<file path="config.mk">
export PLATFORM = sky130hd
export DESIGN_NAME = rv32i_instruction_decoder
export DESIGN_NICKNAME = d
export VERILOG_FILES = /design/src/rvd_pkg.sv /design/src/rvd_decode.sv /design/src/rv32i_instruction_decoder.sv
export SDC_FILE = /design/constraint.sdc
export NUM_CORES = 1
export LEC_CHECK = 0
export BUFFER_PORTS_ARGS = -buffer_cell sky130_fd_sc_hd__buf_2
export CAP_MARGIN = 15
export CORE_MARGIN = 2
export CORE_UTILIZATION = 48
export CTS_CLUSTER_SIZE = 8
export DETAILED_ROUTE_END_ITERATION = 8
export PLACE_DENSITY = 0.75
export SYNTH_ARGS = -nofsm -noshare
export SYNTH_HDL_FRONTEND = slang
export SYNTH_HIERARCHICAL = 1
export SYNTH_SLANG_ARGS = --single-unit
</file>
<file path="constraint.sdc">
create_clock -name clk -period 2.1 [get_ports clk]
set_clock_uncertainty 0.2 [all_clocks]
set_input_delay 0.63 -clock clk [delete_from_list [all_inputs] [get_ports clk]]
set_output_delay 0.63 -clock clk [all_outputs]
set_load 0.02 [all_outputs]
</file>
<file path="src/rvd_pkg.sv">
package rvd_pkg;

	localparam int unsigned WORD_W = 32;
	localparam int unsigned REG_W  = 5;

	localparam logic [6:0] OPC_LUI    = 7'd55;
	localparam logic [6:0] OPC_AUIPC  = 7'd23;
	localparam logic [6:0] OPC_JAL    = 7'd111;
	localparam logic [6:0] OPC_BRANCH = 7'd99;
	localparam logic [6:0] OPC_JALR   = 7'd103;
	localparam logic [6:0] OPC_LOAD   = 7'd3;
	localparam logic [6:0] OPC_OPIMM  = 7'd19;
	localparam logic [6:0] OPC_STORE  = 7'd35;
	localparam logic [6:0] OPC_OP     = 7'd51;

	localparam logic [6:0] F7_BASE = 7'd0;
	localparam logic [6:0] F7_ALT  = 7'd32;

	localparam logic [2:0] F3_ADD = 3'd0;
	localparam logic [2:0] F3_SLL = 3'd1;
	localparam logic [2:0] F3_SRL = 3'd5;

	typedef enum logic [2:0] {
		FMT_U = 3'd0,
		FMT_J = 3'd1,
		FMT_I = 3'd2,
		FMT_B = 3'd3,
		FMT_S = 3'd4,
		FMT_R = 3'd5
	} fmt_t;

	typedef enum logic [5:0] {
		MN_LUI   = 6'd0,
		MN_AUIPC = 6'd1,
		MN_JAL   = 6'd2,
		MN_JALR  = 6'd3,
		MN_LB    = 6'd4,
		MN_LH    = 6'd5,
		MN_LW    = 6'd6,
		MN_LBU   = 6'd7,
		MN_LHU   = 6'd8,
		MN_SB    = 6'd9,
		MN_SH    = 6'd10,
		MN_SW    = 6'd11,
		MN_ADDI  = 6'd12,
		MN_SLTI  = 6'd13,
		MN_SLTIU = 6'd14,
		MN_XORI  = 6'd15,
		MN_ORI   = 6'd16,
		MN_ANDI  = 6'd17,
		MN_SLLI  = 6'd18,
		MN_SRLI  = 6'd19,
		MN_SRAI  = 6'd20,
		MN_BEQ   = 6'd21,
		MN_BNE   = 6'd22,
		MN_BLT   = 6'd23,
		MN_BGE   = 6'd24,
		MN_BLTU  = 6'd25,
		MN_BGEU  = 6'd26,
		MN_ADD   = 6'd27,
		MN_SUB   = 6'd28,
		MN_SLL   = 6'd29,
		MN_SLT   = 6'd30,
		MN_SLTU  = 6'd31,
		MN_XOR   = 6'd32,
		MN_SRL   = 6'd33,
		MN_SRA   = 6'd34,
		MN_OR    = 6'd35,
		MN_AND   = 6'd36
	} mnem_t;

	typedef struct packed {
		logic                     ok;
		fmt_t                     fmt;
		mnem_t                    mnem;
		logic [REG_W-1:0]         rd;
		logic [REG_W-1:0]         rs1;
		logic [REG_W-1:0]         rs2;
		logic signed [WORD_W-1:0] imm;
	} dec_res_t;

endpackage

</file>
<file path="src/rvd_decode.sv">
module rvd_decode
	import rvd_pkg::*;
(
	input  logic [WORD_W-1:0] word,
	output dec_res_t          res
);

	logic [6:0]       opc;
	logic [2:0]       f3;
	logic [6:0]       f7;
	logic [REG_W-1:0] rd;
	logic [REG_W-1:0] rs1;
	logic [REG_W-1:0] rs2;
	dec_res_t         d;

	assign opc = word[6:0];
	assign rd  = word[11:7];
	assign f3  = word[14:12];
	assign rs1 = word[19:15];
	assign rs2 = word[24:20];
	assign f7  = word[31:25];

	always_comb begin
		d      = '0;
		d.ok   = 1'b1;
		d.fmt  = FMT_U;
		d.mnem = MN_LUI;
		case (opc)
			OPC_LUI, OPC_AUIPC: begin
				d.fmt  = FMT_U;
				d.mnem = (opc == OPC_LUI) ? MN_LUI : MN_AUIPC;
				d.imm  = {word[31:12], 12'd0};
				d.rd   = rd;
			end
			OPC_JAL: begin
				d.fmt  = FMT_J;
				d.mnem = MN_JAL;
				d.imm  = {{11{word[31]}}, word[31], word[19:12], word[20], word[30:21], 1'b0};
				d.rd   = rd;
			end
			OPC_JALR, OPC_LOAD, OPC_OPIMM: begin
				d.fmt = FMT_I;
				d.imm = {{20{word[31]}}, word[31:20]};
				d.rd  = rd;
				d.rs1 = rs1;
				if (opc == OPC_JALR) begin
					d.mnem = MN_JALR;
					d.ok   = (f3 == F3_ADD);
				end else if (opc == OPC_LOAD) begin
					case (f3)
						3'd0: d.mnem = MN_LB;
						3'd1: d.mnem = MN_LH;
						3'd2: d.mnem = MN_LW;
						3'd4: d.mnem = MN_LBU;
						3'd5: d.mnem = MN_LHU;
						default: d.ok = 1'b0;
					endcase
				end else begin
					case (f3)
						3'd0: d.mnem = MN_ADDI;
						3'd1: d.mnem = MN_SLLI;
						3'd2: d.mnem = MN_SLTI;
						3'd3: d.mnem = MN_SLTIU;
						3'd4: d.mnem = MN_XORI;
						3'd5: d.mnem = MN_SRLI;
						3'd6: d.mnem = MN_ORI;
						default: d.mnem = MN_ANDI;
					endcase
					// Shifts carry the shift amount in both rs2 and the immediate.
					if (f3 == F3_SLL || f3 == F3_SRL) begin
						d.rs2 = rs2;
						d.imm = {{(WORD_W-REG_W){1'b0}}, rs2};
						if (f3 == F3_SRL && f7 == F7_ALT) begin
							d.mnem = MN_SRAI;
						end else if (f7 != F7_BASE) begin
							d.ok = 1'b0;
						end
					end
				end
			end
			OPC_BRANCH: begin
				d.fmt = FMT_B;
				d.imm = {{19{word[31]}}, word[31], word[7], word[30:25], word[11:8], 1'b0};
				d.rs1 = rs1;
				d.rs2 = rs2;
				case (f3)
					3'd0: d.mnem = MN_BEQ;
					3'd1: d.mnem = MN_BNE;
					3'd4: d.mnem = MN_BLT;
					3'd5: d.mnem = MN_BGE;
					3'd6: d.mnem = MN_BLTU;
					3'd7: d.mnem = MN_BGEU;
					default: d.ok = 1'b0;
				endcase
			end
			OPC_STORE: begin
				d.fmt = FMT_S;
				d.imm = {{20{word[31]}}, word[31:25], word[11:7]};
				d.rs1 = rs1;
				d.rs2 = rs2;
				case (f3)
					3'd0: d.mnem = MN_SB;
					3'd1: d.mnem = MN_SH;
					3'd2: d.mnem = MN_SW;
					default: d.ok = 1'b0;
				endcase
			end
			OPC_OP: begin
				d.fmt = FMT_R;
				d.rd  = rd;
				d.rs1 = rs1;
				d.rs2 = rs2;
				if (f7 == F7_BASE) begin
					case (f3)
						3'd0: d.mnem = MN_ADD;
						3'd1: d.mnem = MN_SLL;
						3'd2: d.mnem = MN_SLT;
						3'd3: d.mnem = MN_SLTU;
						3'd4: d.mnem = MN_XOR;
						3'd5: d.mnem = MN_SRL;
						3'd6: d.mnem = MN_OR;
						default: d.mnem = MN_AND;
					endcase
				end else if (f7 == F7_ALT && f3 == F3_ADD) begin
					d.mnem = MN_SUB;
				end else if (f7 == F7_ALT && f3 == F3_SRL) begin
					d.mnem = MN_SRA;
				end else begin
					d.ok = 1'b0;
				end
			end
			default: d.ok = 1'b0;
		endcase
	end

	// An undecodable word reports all fields as zero.
	assign res = d.ok ? d : '0;

endmodule

</file>
<file path="src/rv32i_instruction_decoder.sv">
// RV32I decoder: a word is taken whenever start is high (busy never rises), and its
// decoded result appears for one cycle, with done high, after the word register and the
// result register; one word per cycle is sustained. The registered instruction word is
// decoded in combinational logic into the result register. The receiver cannot stall
// the results, so each must be captured in the cycle that done marks it.
module rv32i_instruction_decoder
	import rvd_pkg::*;
(
	input  logic                     clk,
	input  logic                     arst_n,
	input  logic                     start,
	output logic                     busy,
	input  logic [WORD_W-1:0]        instruction_word,
	output logic                     done,
	output logic                     valid_res,
	output logic [2:0]               format,
	output logic [5:0]               mnemonic,
	output logic [REG_W-1:0]         dest_reg,
	output logic [REG_W-1:0]         src1_reg,
	output logic [REG_W-1:0]         src2_reg,
	output logic signed [WORD_W-1:0] immediate
);

	logic              vld_s1;
	logic [WORD_W-1:0] word_s1;
	logic              vld_s2;
	dec_res_t          dec;
	dec_res_t          res_s2;

	assign busy = 1'b0;

	always_ff @(posedge clk or negedge arst_n) begin
		if (!arst_n) begin
			vld_s1 <= 1'b0;
			vld_s2 <= 1'b0;
		end else begin
			vld_s1 <= start;
			vld_s2 <= vld_s1;
		end
	end

	always_ff @(posedge clk) begin
		if (start) begin
			word_s1 <= instruction_word;
		end
		if (vld_s1) begin
			res_s2 <= dec;
		end
	end

	rvd_decode u_decode (
		.word (word_s1),
		.res  (dec)
	);

	assign done      = vld_s2;
	assign valid_res = res_s2.ok;
	assign format    = res_s2.fmt;
	assign mnemonic  = res_s2.mnem;
	assign dest_reg  = res_s2.rd;
	assign src1_reg  = res_s2.rs1;
	assign src2_reg  = res_s2.rs2;
	assign immediate = res_s2.imm;

`ifndef ASSERT_OFF
	a_two_cycle_latency: assert property (@(posedge clk) disable iff (!arst_n)
		vld_s1 |=> done)
		else $error("decoded word did not produce a result");

	a_invalid_zero: assert property (@(posedge clk) disable iff (!arst_n)
		(done && !valid_res) |-> (immediate == '0 && mnemonic == 6'd0 && dest_reg == '0))
		else $error("invalid result carries nonzero fields");

	a_r_no_imm: assert property (@(posedge clk) disable iff (!arst_n)
		(done && valid_res && format == FMT_R) |-> (immediate == '0))
		else $error("register format result has an immediate");

	a_branch_even: assert property (@(posedge clk) disable iff (!arst_n)
		(done && valid_res && (format == FMT_B || format == FMT_J)) |-> !immediate[0])
		else $error("branch or jump offset is odd");
`endif

endmodule
</file>
==> out/qor.log <==
INFO  setup_path     setup.reg_to_reg.worst_slack=-0.17ns
INFO  timing         fin_crit_sh=108%
INFO  power          total_leakage_power=2.16nW
INFO  global_route   grt.total_usage=21.9%
INFO  run            maxCapViolCount=0
INFO  hold_path      worstHoldStart=instruction_word[10]
INFO  final_layout   share_of_cells_above_drive_strength_1=43.9%
INFO  timing         min_period=2.27ns
INFO  clock_tree     clock_insertion_delay_worst_skew=0.36ns
INFO  clock_tree     htree_levels=3
INFO  setup_path     list_of_cells_traversed_by_the_critical_path=buf_6, nor3b_4, and4_4, o2bb2ai_4, nor4b_4, inv_2, buf_12, and3_1
INFO  timing         max_freq=0.441GHz
INFO  placement      dpl.hpwl=6670um
INFO  floorplan      start_util=49.4%
INFO  clock_tree     max-clock-path-buffers=2
INFO  routing        via_to_cell_ratio=5.53
INFO  final_layout   finalNetCount=502
INFO  setup_path     critical_path_class=register to register
INFO  routing        drt_wl_total=9990um
INFO  run_status     status=finished, violations left
INFO  floorplan      number_of_primary_i_o_pins=94
INFO  routing        wl_per_cell=17.3um
INFO  setup_path     max_stage_delay=0.44ns
INFO  final_layout   synthToLayoutAreaGrowth=34.1%
INFO  final_layout   num_antenna_cells=0
INFO  clock_tree     clock_tree.root_cell=sky130_fd_sc_hd__clkbuf_8
INFO  synthesis      yosysTopAreaCellShare=66.2%
INFO  floorplan      core_region_area=0.00818mm2
INFO  timing         report.final.slew_viol_count=0
INFO  setup_path     startpoint_of_the_lowest_slack_register_to_register_path=word_s1[4]
INFO  setup_path     critical_path.max_fanout=19
INFO  synthesis      post_synth_inst_count=323
INFO  setup_path     rr_worst_depth=8
INFO  synthesis      netlist.top_cell.by_area=sky130_fd_sc_hd__edfxtp_1
INFO  floorplan      die_w=95.7um
INFO  routing        detailroute.via_count=3190
INFO  synthesis      synth-edff-count=89
INFO  clock_tree     cts.sinks=91
INFO  power          fin_total_pwr=3.99mW
INFO  hold_path      hold_end=word_s1[10]
INFO  final_layout   layout.filler_cells=602
INFO  synthesis      yosysWarnings=6
INFO  global_route   grt_antenna_before_repair=0
INFO  synthesis      synth.distinct_cells=50
INFO  placement      gpl.final_weighted_congestion=0.857
INFO  run_status     violations_in_the_final_reports=negative setup slack
INFO  clock_tree     cts_inserted_buffers=9
INFO  setup_path     arrival=2.18ns
INFO  global_route   global_route.overflow_total=0
INFO  clock_tree     path_clk_slew=0.11ns
INFO  global_route   grt_max_degree=47
INFO  timing         worst_slack=-0.167ns
INFO  synthesis      synth-async-reset-ratio=2.20%
INFO  synthesis      avgSynthCellArea=12.5um2
INFO  setup_path     crit-reg2reg-capture=immediate[5]
INFO  setup_path     critPathRequiredTime=2.01ns
INFO  timing         rsz0062_at_grt=yes
INFO  synthesis      syn_nets=358
INFO  hold_path      worstHoldPathType=primary input to register
INFO  global_route   first_global_vias=2902
INFO  synthesis      synth_area_leaders=sky130_fd_sc_hd__edfxtp_1, sky130_fd_sc_hd__and3_1, sky130_fd_sc_hd__a21oi_1, sky130_fd_sc_hd__nand2_1, sky130_fd_sc_hd__o21ai_0
INFO  setup_path     critPathCaptureType=register
INFO  timing         max_slew_margin=61.1%
INFO  clock_tree     clock_tree_from_tritoncts=done
INFO  hold_path      timing.hold.worst_path_depth=1
INFO  power          max-vdd-ir-drop=424uV
INFO  synthesis      dominantRegCellSynth=sky130_fd_sc_hd__edfxtp_1
INFO  setup_path     start_kind=register
INFO  timing         tightest_slew=0.578ns
INFO  synthesis      synth.yosys.seq_area_share=67.5%
INFO  synthesis      postSynthRegisterBits=91
INFO  final_layout   final-seq-area=0.00272mm2
INFO  final_layout   combined_area_of_the_multi_input_logic_cells=0.00129mm2
INFO  routing        postRouteAntennaNets=0
INFO  timing         hold_violations=0
INFO  floorplan      die_h=95.7um
INFO  routing        detailedRoute.firstPassIterationCount=5
INFO  floorplan      floorplan.die_area=0.00916mm2
INFO  setup_path     slowest_stage=sky130_fd_sc_hd__edfxtp_1
INFO  timing         finalSetupViolations=51
INFO  timing         fin_worst_hold_slack=0.230ns
INFO  power          power_density=736mW/mm2
INFO  global_route   grt_first_pass_wirelength=14800um
INFO  synthesis      synth.cell_area=0.00404mm2
INFO  routing        remaining_drc_errors=0
INFO  placement      place.port_buffers=92
INFO  routing        drtIter0Drc=255
INFO  floorplan      rows=33
## metrics by stage
stage / cell area, um2 / setup WS [ns] / util (%) / std cells / TNS, ns
floorplan: 4060 / 0.00462 / - / 323 / 0
global placement: 4970 / -0.232 / 60.8 / 549 / -10.45
detailed placement: 4970 / -0.260 / 60.8 / 549 / -11.15
CTS: 5360 / -0.164 / 65.6 / 576 / -5.84
global route: 5410 / -0.299 / 66.2 / 577 / -12.61
finish: 5410 / -0.167 / 66.2 / 577 / -6.11
## critical path, delay by kind of cell, from the launching register on
family | cells | cell delay, ns
AND/OR/NAND/NOR | 4 | 0.81
buffers and inverters | 3 | 0.42
AO/OA/AOI/OAI | 1 | 0.14
flip-flops | 1 | 0.44
## what timing repair did
action                                 in CTS  in global routing
hold buffers                                1                  0
endpoints found under the hold margin       2                  0
resized for setup                          23                 10
setup endpoints to repair                  52                 52
setup buffers                              11                  2
pin swaps                                   3                  2
## worst max-delay path by stage
stage | startpoint | endpoint | cells after the start
2_1_floorplan | word_s1[13] | src1_reg[1] | 8
6_report | word_s1[4] | immediate[5] | 8
3_3_place_gp | word_s1[4] | immediate[8] | 6
4_1_cts | word_s1[4] | src2_reg[0] | 8
3_5_place_dp | word_s1[4] | immediate[8] | 7
5_1_grt | word_s1[5] | immediate[5] | 7
## logic make-up (layout without fill, tap and decap cells)
group                     count (synthesis)  after routing  synth area share (%)
and+or+nand+nor                         117            117                  15.7
buffers and inverters                    30            179                  3.32
xor gates and xnor gates                  4              4                 0.868
muxes                                     2              2                 0.527
AOI/OAI and AO/OA                        78             78                  12.0
other                                     1              1                0.0929
DFF                                      91             91                  67.5
## cells in the mapped netlist, types with 2 or more instances
library cell	count
sky130_fd_sc_hd__a21o_1	3
sky130_fd_sc_hd__nand3b_1	2
sky130_fd_sc_hd__o21ai_0	17
sky130_fd_sc_hd__nand4_1	3
sky130_fd_sc_hd__xor2_1	3
sky130_fd_sc_hd__buf_1	3
sky130_fd_sc_hd__nand2_1	34
sky130_fd_sc_hd__o22ai_1	2
sky130_fd_sc_hd__a22oi_1	5
sky130_fd_sc_hd__o21a_1	3
sky130_fd_sc_hd__and3_1	25
sky130_fd_sc_hd__edfxtp_1	89
sky130_fd_sc_hd__o211ai_1	2
sky130_fd_sc_hd__clkbuf_1	7
sky130_fd_sc_hd__nor2b_1	3
sky130_fd_sc_hd__nor3_1	3
sky130_fd_sc_hd__and3b_1	2
sky130_fd_sc_hd__nand2b_1	4
sky130_fd_sc_hd__a31oi_1	3
sky130_fd_sc_hd__inv_2	2
sky130_fd_sc_hd__and2_1	3
sky130_fd_sc_hd__nand3_1	10
sky130_fd_sc_hd__a21oi_1	30
sky130_fd_sc_hd__buf_2	14
sky130_fd_sc_hd__nor2_1	21
sky130_fd_sc_hd__inv_1	3
sky130_fd_sc_hd__o221ai_1	3
sky130_fd_sc_hd__dfrtp_1	2
## layout by cell type, fill, tap and decap left out, drive strengths merged, types with 2 or more instances in the layout
master and n:
dfrtp 2, o22ai 2, nand2 34, o21a 3, nand3b 2, clkbuf 9, nand2b 4, nor4b 2
xor2 3, nand3 10, edfxtp 89, a21oi 30, nor2 21, o21ai 17, a31oi 3, buf 157
a21o 3, nand4 3, and3 25, and2 3, nor2b 3, inv 8, o221ai 3, o211ai 2
a22oi 5, and3b 2, nor3 3, clkinv 3
## layout make-up
class,instances,share of cell area (%)
clock buffers,9,2.29
flip-flops and latches,91,50.3
multi-input cells,202,23.9
inverters,5,0.347
repair buffers,158,19.0
well taps,105,2.43
clock inverters,7,1.71
## metal layers
layer  global-route usage, %  routed length, um  vias up
met5                       0                  0        -
met4                    10.2                191        0
met3                    4.23                688       13
met2                    35.2               4960      162
met1                    28.9               4150     1508
li1                        -                  -     1507
## power breakdown
group | switching [mW] | leakage (nW) | internal (mW)
combinational | 0.318 | 1.18 | 0.234
clock | 0.678 | 0.109 | 0.581
sequential | 0.0666 | 0.877 | 2.11
Power figures use the tool's default switching activity.
